==> config.mk <==
export PLATFORM = sky130hd
export DESIGN_NAME = fastq_record_framer_flat
export DESIGN_NICKNAME = d
export VERILOG_FILES = /design/src/hdl/fqf_pkg.sv /design/src/hdl/fqf_if.sv /design/src/hdl/fqf_parse.sv /design/src/hdl/fqf_out_stage.sv /design/src/hdl/fastq_record_framer.sv /design/src/flat_wrapper.sv
export SDC_FILE = /design/constraint.sdc
export NUM_CORES = 1
export LEC_CHECK = 0
export ABC_AREA = 1
export BUFFER_PORTS_ARGS = -buffer_cell sky130_fd_sc_hd__buf_2
export CAP_MARGIN = 20
export CORE_AREA = 2 2 89 91
export DETAILED_ROUTE_END_ITERATION = 10
export DIE_AREA = 0 0 91 93
export PLACE_DENSITY_LB_ADDON = 0.15
export SLEW_MARGIN = 20
export SYNTH_ARGS = -nofsm -noshare
export SYNTH_HDL_FRONTEND = slang
export SYNTH_SLANG_ARGS = --single-unit
export TNS_END_PERCENT = 20
==> constraint.sdc <==
create_clock -name clk -period 7.3 [get_ports clk]
set_input_delay 2.19 -clock clk [delete_from_list [all_inputs] [get_ports clk]]
set_output_delay 2.19 -clock clk [all_outputs]
set_load 0.02 [all_outputs]
==> src/hdl/fqf_pkg.sv <==
// Package for the FASTQ record framer: field tags, error codes, phase codes
// and the result word that travels from the parser to the output stage.
// No dependencies.
package fqf_pkg;

  localparam int unsigned MAX_RECORD_DEFAULT = 65536;

  localparam logic [7:0] CHAR_PLUS = 8'h2B;
  localparam logic [7:0] CHAR_CR   = 8'h0D;
  localparam logic [7:0] CHAR_LF   = 8'h0A;

  typedef enum logic [1:0] {
    TAG_SKIP = 2'd0,
    TAG_HDR  = 2'd1,
    TAG_SEQ  = 2'd2,
    TAG_QUAL = 2'd3
  } tag_t;

  typedef enum logic [1:0] {
    ERR_NONE = 2'd0,
    ERR_PLUS = 2'd1,
    ERR_EOS  = 2'd2,
    ERR_LONG = 2'd3
  } err_t;

  typedef enum logic [3:0] {
    PH_IDLE     = 4'd0,
    PH_HDR      = 4'd1,
    PH_PRE_SEQ  = 4'd2,
    PH_SEQ      = 4'd3,
    PH_PRE_PLUS = 4'd4,
    PH_PRE_QUAL = 4'd5,
    PH_QUAL     = 4'd6,
    PH_ERR      = 4'd7
  } phase_t;

  typedef struct packed {
    logic [7:0] byte_out;
    tag_t       field_tag;
    logic       record_end;
    err_t       error_code;
  } result_t;

endpackage

==> src/hdl/fqf_if.sv <==
// Channel interfaces of the FASTQ record framer: the byte input and the
// tagged result output, each with valid/ready. Depends on fqf_pkg.
interface fqf_in_if;
  logic       valid;
  logic       ready;
  logic [7:0] data_byte;
  logic       end_of_stream;

  modport source (output valid, output data_byte, output end_of_stream, input ready);
  modport sink (input valid, input data_byte, input end_of_stream, output ready);
endinterface

interface fqf_out_if;
  logic             valid;
  logic             ready;
  logic [7:0]       byte_out;
  fqf_pkg::tag_t    field_tag;
  logic             record_end;
  fqf_pkg::err_t    error_code;

  modport source (output valid, output byte_out, output field_tag, output record_end,
                  output error_code, input ready);
  modport sink (input valid, input byte_out, input field_tag, input record_end,
                input error_code, output ready);
endinterface

==> src/hdl/fqf_parse.sv <==
// Parser state machine of the FASTQ record framer: phase, record length and
// sticky error, with the result word of the current byte. Depends on fqf_pkg.
module fqf_parse #(
  parameter int unsigned MAX_RECORD = fqf_pkg::MAX_RECORD_DEFAULT
) (
  input  logic             clk,
  input  logic             rst,
  input  logic             accept,
  input  logic [7:0]       data_byte,
  input  logic             end_of_stream,
  output fqf_pkg::result_t result
);

  localparam int unsigned LenW = $clog2(MAX_RECORD + 2);
  localparam logic [LenW-1:0] LenMax = LenW'(MAX_RECORD);

  fqf_pkg::phase_t phase, phase_next;
  logic [LenW-1:0] record_length, record_length_next;
  fqf_pkg::err_t   error_latch, error_latch_next;

  logic            brk;
  logic [LenW-1:0] len_base;
  logic [LenW-1:0] len_inc;

  always_comb begin
    brk      = (data_byte == fqf_pkg::CHAR_CR) || (data_byte == fqf_pkg::CHAR_LF);
    len_base = (phase == fqf_pkg::PH_IDLE) ? '0 : record_length;
    len_inc  = (len_base <= LenMax) ? len_base + LenW'(1) : len_base;

    phase_next         = phase;
    record_length_next = record_length;
    error_latch_next   = error_latch;
    result.byte_out    = data_byte;
    result.field_tag   = fqf_pkg::TAG_SKIP;
    result.record_end  = 1'b0;

    if (end_of_stream) begin
      result.byte_out = 8'd0;
      if (phase == fqf_pkg::PH_QUAL) begin
        result.record_end  = 1'b1;
        phase_next         = fqf_pkg::PH_IDLE;
        record_length_next = '0;
      end else if (phase != fqf_pkg::PH_IDLE && phase != fqf_pkg::PH_ERR) begin
        error_latch_next = fqf_pkg::ERR_EOS;
        phase_next       = fqf_pkg::PH_ERR;
      end
    end else if (phase == fqf_pkg::PH_ERR) begin
      phase_next = fqf_pkg::PH_ERR;
    end else if (phase == fqf_pkg::PH_IDLE && brk) begin
      phase_next = fqf_pkg::PH_IDLE;
    end else begin
      record_length_next = len_inc;
      if (len_inc > LenMax) begin
        error_latch_next = fqf_pkg::ERR_LONG;
        phase_next       = fqf_pkg::PH_ERR;
      end else begin
        unique case (phase)
          fqf_pkg::PH_IDLE: begin
            result.field_tag = fqf_pkg::TAG_HDR;
            phase_next       = fqf_pkg::PH_HDR;
          end
          fqf_pkg::PH_HDR: begin
            if (brk) phase_next = fqf_pkg::PH_PRE_SEQ;
            else result.field_tag = fqf_pkg::TAG_HDR;
          end
          fqf_pkg::PH_PRE_SEQ: begin
            if (!brk) begin
              result.field_tag = fqf_pkg::TAG_SEQ;
              phase_next       = fqf_pkg::PH_SEQ;
            end
          end
          fqf_pkg::PH_SEQ: begin
            if (brk) phase_next = fqf_pkg::PH_PRE_PLUS;
            else result.field_tag = fqf_pkg::TAG_SEQ;
          end
          fqf_pkg::PH_PRE_PLUS: begin
            if (!brk) begin
              if (data_byte == fqf_pkg::CHAR_PLUS) begin
                phase_next = fqf_pkg::PH_PRE_QUAL;
              end else begin
                error_latch_next = fqf_pkg::ERR_PLUS;
                phase_next       = fqf_pkg::PH_ERR;
              end
            end
          end
          fqf_pkg::PH_PRE_QUAL: begin
            if (!brk) begin
              result.field_tag = fqf_pkg::TAG_QUAL;
              phase_next       = fqf_pkg::PH_QUAL;
            end
          end
          fqf_pkg::PH_QUAL: begin
            if (brk) begin
              result.record_end  = 1'b1;
              phase_next         = fqf_pkg::PH_IDLE;
              record_length_next = '0;
            end else begin
              result.field_tag = fqf_pkg::TAG_QUAL;
            end
          end
          default: begin
            error_latch_next = fqf_pkg::ERR_EOS;
            phase_next       = fqf_pkg::PH_ERR;
          end
        endcase
      end
    end

    result.error_code = error_latch_next;
  end

  always_ff @(posedge clk) begin
    if (rst) begin
      phase         <= fqf_pkg::PH_IDLE;
      record_length <= '0;
      error_latch   <= fqf_pkg::ERR_NONE;
    end else if (accept) begin
      phase         <= phase_next;
      record_length <= record_length_next;
      error_latch   <= error_latch_next;
    end
  end

  // The error phase and a nonzero latch always go together.
  a_err_phase: assert property (@(posedge clk) disable iff (rst)
    (phase == fqf_pkg::PH_ERR) == (error_latch != fqf_pkg::ERR_NONE))
    else $error("error phase and error latch disagree");

  // Once set, the error latch holds until reset.
  a_err_sticky: assert property (@(posedge clk) disable iff (rst)
    (error_latch != fqf_pkg::ERR_NONE) |=> $stable(error_latch))
    else $error("error latch changed after being set");

  // The length counter saturates one above the record limit.
  a_len_bound: assert property (@(posedge clk) disable iff (rst)
    record_length <= LenMax + LenW'(1))
    else $error("record length ran past saturation");

endmodule

==> src/hdl/fqf_out_stage.sv <==
// Output register with a skid entry for the FASTQ record framer, so that a
// byte can be taken while a result waits. Depends on fqf_pkg and fqf_if.
module fqf_out_stage (
  input  logic              clk,
  input  logic              rst,
  input  logic              in_valid,
  output logic              in_ready,
  input  fqf_pkg::result_t  result,
  fqf_out_if.source         dst
);

  logic             out_valid;
  fqf_pkg::result_t out_data;
  logic             skid_valid;
  fqf_pkg::result_t skid_data;
  logic             in_fire;

  assign in_ready = !skid_valid;
  assign in_fire  = in_valid && in_ready;

  always_ff @(posedge clk) begin
    if (rst) begin
      out_valid  <= 1'b0;
      skid_valid <= 1'b0;
    end else if (!out_valid || dst.ready) begin
      if (skid_valid) begin
        out_data   <= skid_data;
        out_valid  <= 1'b1;
        skid_valid <= 1'b0;
      end else begin
        out_valid <= in_fire;
        if (in_fire) out_data <= result;
      end
    end else if (in_fire) begin
      skid_data  <= result;
      skid_valid <= 1'b1;
    end
  end

  assign dst.valid      = out_valid;
  assign dst.byte_out   = out_data.byte_out;
  assign dst.field_tag  = out_data.field_tag;
  assign dst.record_end = out_data.record_end;
  assign dst.error_code = out_data.error_code;

  // The skid entry is only ever filled behind a waiting output word.
  a_skid_behind: assert property (@(posedge clk) disable iff (rst)
    skid_valid |-> out_valid)
    else $error("skid entry full with empty output register");

  // A stalled skid entry is kept.
  a_skid_hold: assert property (@(posedge clk) disable iff (rst)
    (skid_valid && !dst.ready) |=> skid_valid)
    else $error("skid entry lost while stalled");

  // When the output word is taken, the skid entry moves forward.
  a_skid_drain: assert property (@(posedge clk) disable iff (rst)
    (skid_valid && dst.ready) |=> (out_valid && !skid_valid))
    else $error("skid entry did not move to the output register");

endmodule

==> src/hdl/fastq_record_framer.sv <==
// Top level of the FASTQ record framer: tags each byte of a FASTQ stream as
// header, sequence, quality or separator. Depends on fqf_pkg, fqf_if,
// fqf_parse and fqf_out_stage.
//
//   channel     dir  word
//   stream_in   in   data_byte[7:0], end_of_stream
//   record_out  out  byte_out[7:0], field_tag[1:0], record_end, error_code[1:0]
//
// One byte is accepted per cycle while stream_in.ready is high; its result is
// registered in the output stage. The parser state updates in the cycle
// a byte is accepted. Reset is synchronous and clears the phase, the length
// counter and the error latch. A stalled output holds one word plus one skid
// word; stream_in.ready drops only while the skid is full.
module fastq_record_framer #(
  parameter int unsigned MAX_RECORD = fqf_pkg::MAX_RECORD_DEFAULT
) (
  input  logic      clk,
  input  logic      rst,
  fqf_in_if.sink    stream_in,
  fqf_out_if.source record_out
);

  logic             in_ready;
  logic             accept;
  fqf_pkg::result_t result;

  assign stream_in.ready = in_ready;
  assign accept          = stream_in.valid && in_ready;

  fqf_parse #(
    .MAX_RECORD (MAX_RECORD)
  ) u_parse (
    .clk           (clk),
    .rst           (rst),
    .accept        (accept),
    .data_byte     (stream_in.data_byte),
    .end_of_stream (stream_in.end_of_stream),
    .result        (result)
  );

  fqf_out_stage u_out (
    .clk      (clk),
    .rst      (rst),
    .in_valid (stream_in.valid),
    .in_ready (in_ready),
    .result   (result),
    .dst      (record_out)
  );

endmodule

==> src/flat_wrapper.sv <==
// flat-port wrapper written by rule: the top's interface ports become plain ports
module fastq_record_framer_flat 
#(
  parameter int unsigned MAX_RECORD = fqf_pkg::MAX_RECORD_DEFAULT
)
  (clk, rst, stream_in_valid, stream_in_data_byte, stream_in_end_of_stream, stream_in_ready, record_out_valid, record_out_byte_out, record_out_field_tag, record_out_record_end, record_out_error_code, record_out_ready);
  fqf_in_if stream_in_i ();
  fqf_out_if record_out_i ();
  input  logic clk;
  input  logic rst;
  input wire logic [$bits(stream_in_i.valid)-1:0] stream_in_valid;
  input wire logic [$bits(stream_in_i.data_byte)-1:0] stream_in_data_byte;
  input wire logic [$bits(stream_in_i.end_of_stream)-1:0] stream_in_end_of_stream;
  output wire logic [$bits(stream_in_i.ready)-1:0] stream_in_ready;
  output wire logic [$bits(record_out_i.valid)-1:0] record_out_valid;
  output wire logic [$bits(record_out_i.byte_out)-1:0] record_out_byte_out;
  output wire logic [$bits(record_out_i.field_tag)-1:0] record_out_field_tag;
  output wire logic [$bits(record_out_i.record_end)-1:0] record_out_record_end;
  output wire logic [$bits(record_out_i.error_code)-1:0] record_out_error_code;
  input wire logic [$bits(record_out_i.ready)-1:0] record_out_ready;
  assign stream_in_i.valid = stream_in_valid;
  assign stream_in_i.data_byte = stream_in_data_byte;
  assign stream_in_i.end_of_stream = stream_in_end_of_stream;
  assign stream_in_ready = stream_in_i.ready;
  assign record_out_valid = record_out_i.valid;
  assign record_out_byte_out = record_out_i.byte_out;
  assign record_out_field_tag = record_out_i.field_tag;
  assign record_out_record_end = record_out_i.record_end;
  assign record_out_error_code = record_out_i.error_code;
  assign record_out_i.ready = record_out_ready;
  fastq_record_framer #(.MAX_RECORD(MAX_RECORD)) u_core (.clk(clk), .rst(rst), .stream_in(stream_in_i), .record_out(record_out_i));
endmodule
==> results.txt <==
----------------------------------------------------
[Global route]
  Pin count of the biggest net entering global routing ... 36
  Total overflow reported by the global router ... 0
  Initial antenna violation count ... 0
  Via count of the first global-routing pass ... 2807
  GRT Overall Usage ... 0.194
  Wire length of the first global-routing pass ... 13300 um

[STA]
  Fin crit share ... 0.553
  Worst hold slack after final layout ... 0.482 ns
  RSZ-0062 raised after global routing ... no
  Max-slew violation count ... 0
  Clock skew ... 0.00634 ns
  Min cycle time layout ... 4.04 ns
  Final TNS setup ... 0 ns
  Final setup violation count ... 0
  Worst-margin pin slew ... 0.683 ns
  Final hold violation count ... 0
  Fmax achieved ... 248 MHz
  Relative slew slack ... 0.544

[Clocking]
  Sinks on the clock net ... 50
  Depth of the CTS H-tree ... 2
  CTS Buffer Depth ... 2
  Clock tree from TritonCTS ... done
  Clock buffer count from CTS ... 5
  Clock-pin slew of the registers on the worst-case setup and hold paths ... 0.11 ns
  Master cell of the clock root buffer ... clkbuf_8
  Post-CTS Repair Setup Buffers ... 0
  Clock latency of the later-clocked register in the worst-skew pair ... 0.31 ns
  Hold buffer count at cts ... 0
  Post-cts sizing count ... 0

[Worst setup path]
  Largest fanout on the critical path ... 17
  Largest delay contributor family on the critical path ... buffers and inverters
  Critical path cell sequence ... clkinv_1 > buf_2
  Crit-path slowest cell ... dfxtp_1
  Worst setup SP type ... flop
  Data required, critical path ... 5.11 ns
  Largest stage delay on the critical path ... 0.66 ns
  Crit path DAT ... 1.85 ns
  Number of buffers and inverters on the critical path ... 2
  Critical path start-end classification ... flop to primary output
  Type of destination of the critical path ... primary output

[Yosys]
  Area share of the largest cell type after synthesis ... 0.237
  Cell area after synthesis ... 3300 sq um
  Cell count after synthesis ... 468
  Cell taking the most area after synthesis ... edfxtp_1
  Post-synthesis net count ... 482
  Number of distinct library cells after synthesis ... 39
  Syn_area_per_cell ... 7.04 sq um
  Sequential area share after synthesis ... 0.383
  Total number of yosys warnings ... 0
  Flops & latches, synth ... 50
  Leading post-synthesis cells by cell area ... edfxtp_1 24%, nand2_1 17%, dfxtp_1 15%, nor2_1 6.6%, nand3_1 5.9%

[Placement]
  Routability cong. ... 0.876
  Sum of net half-perimeters after detailed placement ... 5780 um
  Port buffer count ... 27

[Cells and area]
  Number of fill cells ... 803
  Post-layout net count ... 504
  Area occupied by registers ... 1260 sq um
  Area growth syn-to-layout ... 7.93%
  Share of final-layout standard cells stronger than drive strength 1 ... 0.149
  # diodes ... 0
  Area occupied by multi-input gates ... 1730 sq um

[Route]
  Total length of routed wires ... 7930 um
  Detail-routed via count per cell ... 5.12
  Post-detailed-route count of antenna-violating nets ... 0
  Residual DRC count ... 0
  First DRT Iteration DRCs ... 200
  Count of vias placed by the detailed router ... 3034
  WL per Instance ... 13.4 um
  Number of optimization iterations in the first detailed-route pass ... 4

[Floorplan]
  Die extent in x ... 91 um
  Total core area ... 7530 sq um
  Initial core utilization ... 0.438
  Top Ports ... 28
  Placement Rows ... 32
  Chip height ... 93 um
  Die footprint ... 8460 sq um

[Power and ir drop]
  Cell Pwr Density ... 168 nW/um^2
  Worst voltage drop across the vdd grid ... 0.104 mV
  Leakage power summed over all cells ... 1.59 nW

[Outcome]
  Outcome ... completed

[Flow run]
  Number of maximum-capacitance violations ... 0

[Min path]
  Worst min-delay path category ... flop to flop

----------------------------------------------------
==> where the power goes <==
group | internal, W | leakage, nW | switching [W]
combinational | 0.0000303 | 1.10 | 0.0000756
sequential | 0.000308 | 0.439 | 0.00000688
clock | 0.0000713 | 0.0502 | 0.000104
==> Yosys cell counts, drive strengths merged <==
master / number
ha: 1
a21oi: 28
a31oi: 2
clkinv: 1
o22ai: 1
clkbuf: 5
xnor2: 3
a22oi: 2
nand4: 7
a211oi: 1
nand2: 155
nand3: 54
xor2: 2
buf: 9
nor3: 7
nor2: 67
dfxtp: 24
o311a: 1
inv: 50
edfxtp: 26
nand3b: 3
o21ai: 19
==> flip-flops by register name, summed over array words and instances (netlist names) <==
register / cells
u_core.u_out.dst.field_tag: 2
u_core.u_out.dst.record_end: 1
u_core.u_parse.phase: 3
u_core.u_parse.error_latch: 2
u_core.u_out.dst.byte_out: 8
u_core.u_out.dst.error_code: 2
u_core.u_out.dst.valid: 1
u_core.u_out.skid_data: 13
u_core.u_out.skid_valid: 1
u_core.u_parse.record_length: 17
==> metrics by stage <==
stage | setup WS, ns | utilization | total power (W) | cells | cell area, sq um
2_1_floorplan | 3.48 | - | 0.000412 | 468 | 3300
6_report | 3.26 | 0.473 | 0.000596 | 593 | 3560
4_1_cts | 3.22 | 0.471 | 0.000602 | 592 | 3550
3_3_place_gp | 3.27 | 0.458 | 0.000426 | 584 | 3450
5_1_grt | 3.07 | 0.473 | 0.000630 | 593 | 3560
3_5_place_dp | 3.15 | 0.458 | 0.000426 | 584 | 3450
==> final timing paths <==
path	slack [ns]	depth (start not counted)	startpoint	to
max	3.26	2	u_core.u_out.skid_valid	stream_in_ready
min	0.48	2	u_core.u_parse.record_length[16]	u_core.u_parse.record_length[16]
max reg2reg	3.69	22	u_core.u_parse.phase[1]	u_core.u_out.dst.record_end
min reg2reg	0.48	2	u_core.u_parse.record_length[16]	u_core.u_parse.record_length[16]
==> logic make-up after synthesis <==
kind of cell               synth area share
adders and majority gates           0.00380
AOI/OAI and AO/OA                    0.0915
DFF                                   0.383
buffers and inverters                0.0934
xor gates and xnor gates             0.0133
and+or+nand+nor                       0.415
==> per-layer routing <==
| metal | GRT usage | vias to the layer above | part of all wire |
|---|---|---|---|
| li1 | - | 1567 | - |
| met1 | 0.266 | 1360 | 0.47 |
| met2 | 0.321 | 97 | 0.46 |
| met3 | 0.0258 | 10 | 0.055 |
| met4 | 0.0606 | 0 | 0.013 |
| met5 | 0 | - | 0 |
==> area by class of cell <==
cell class                      instances  area share
Inverter                               51      0.0538
Tap cell                              102      0.0359
Sequential cell                        50       0.355
Clock buffer                            5      0.0193
Clock inverter                          3     0.00809
Timing Repair Buffer                   29      0.0422
Multi-Input combinational cell        353       0.486
==> worst register-to-register path: stages, from the launching register on <==
cell	delay [ns]
dfxtp_1	0.49
nor2_2	0.08
nand2_4	0.30
inv_1	0.26
nor2_1	0.15
ha_1	0.29
nand2_1	0.07
nand3b_1	0.26
nor2_1	0.25
nand3_1	0.11
nand2_1	0.08
nand2_1	0.05
nand2_1	0.05
nand2_1	0.08
nor2_1	0.09
nand2_1	0.06
nor2_2	0.15
nand2_2	0.08
nand2_4	0.15
nand2_8	0.15
a21oi_4	0.17
nand2_1	0.07
nand2_1	0.06
==> placed cells by master, fill, tap and decap left out, drive strengths merged <==
cell type and instances:
buf 29, nand3b 3, xnor2 3, a211oi 1, edfxtp 26, inv 51, a31oi 2, nor2 67
o311a 1, ha 1, xor2 2, o22ai 1, nand3 54, o21ai 19, a22oi 2, nor3 7
nand4 7, nand2 155, dfxtp 24, a21oi 28, clkbuf 5, clkinv 3
Power figures use the tool's default switching activity.
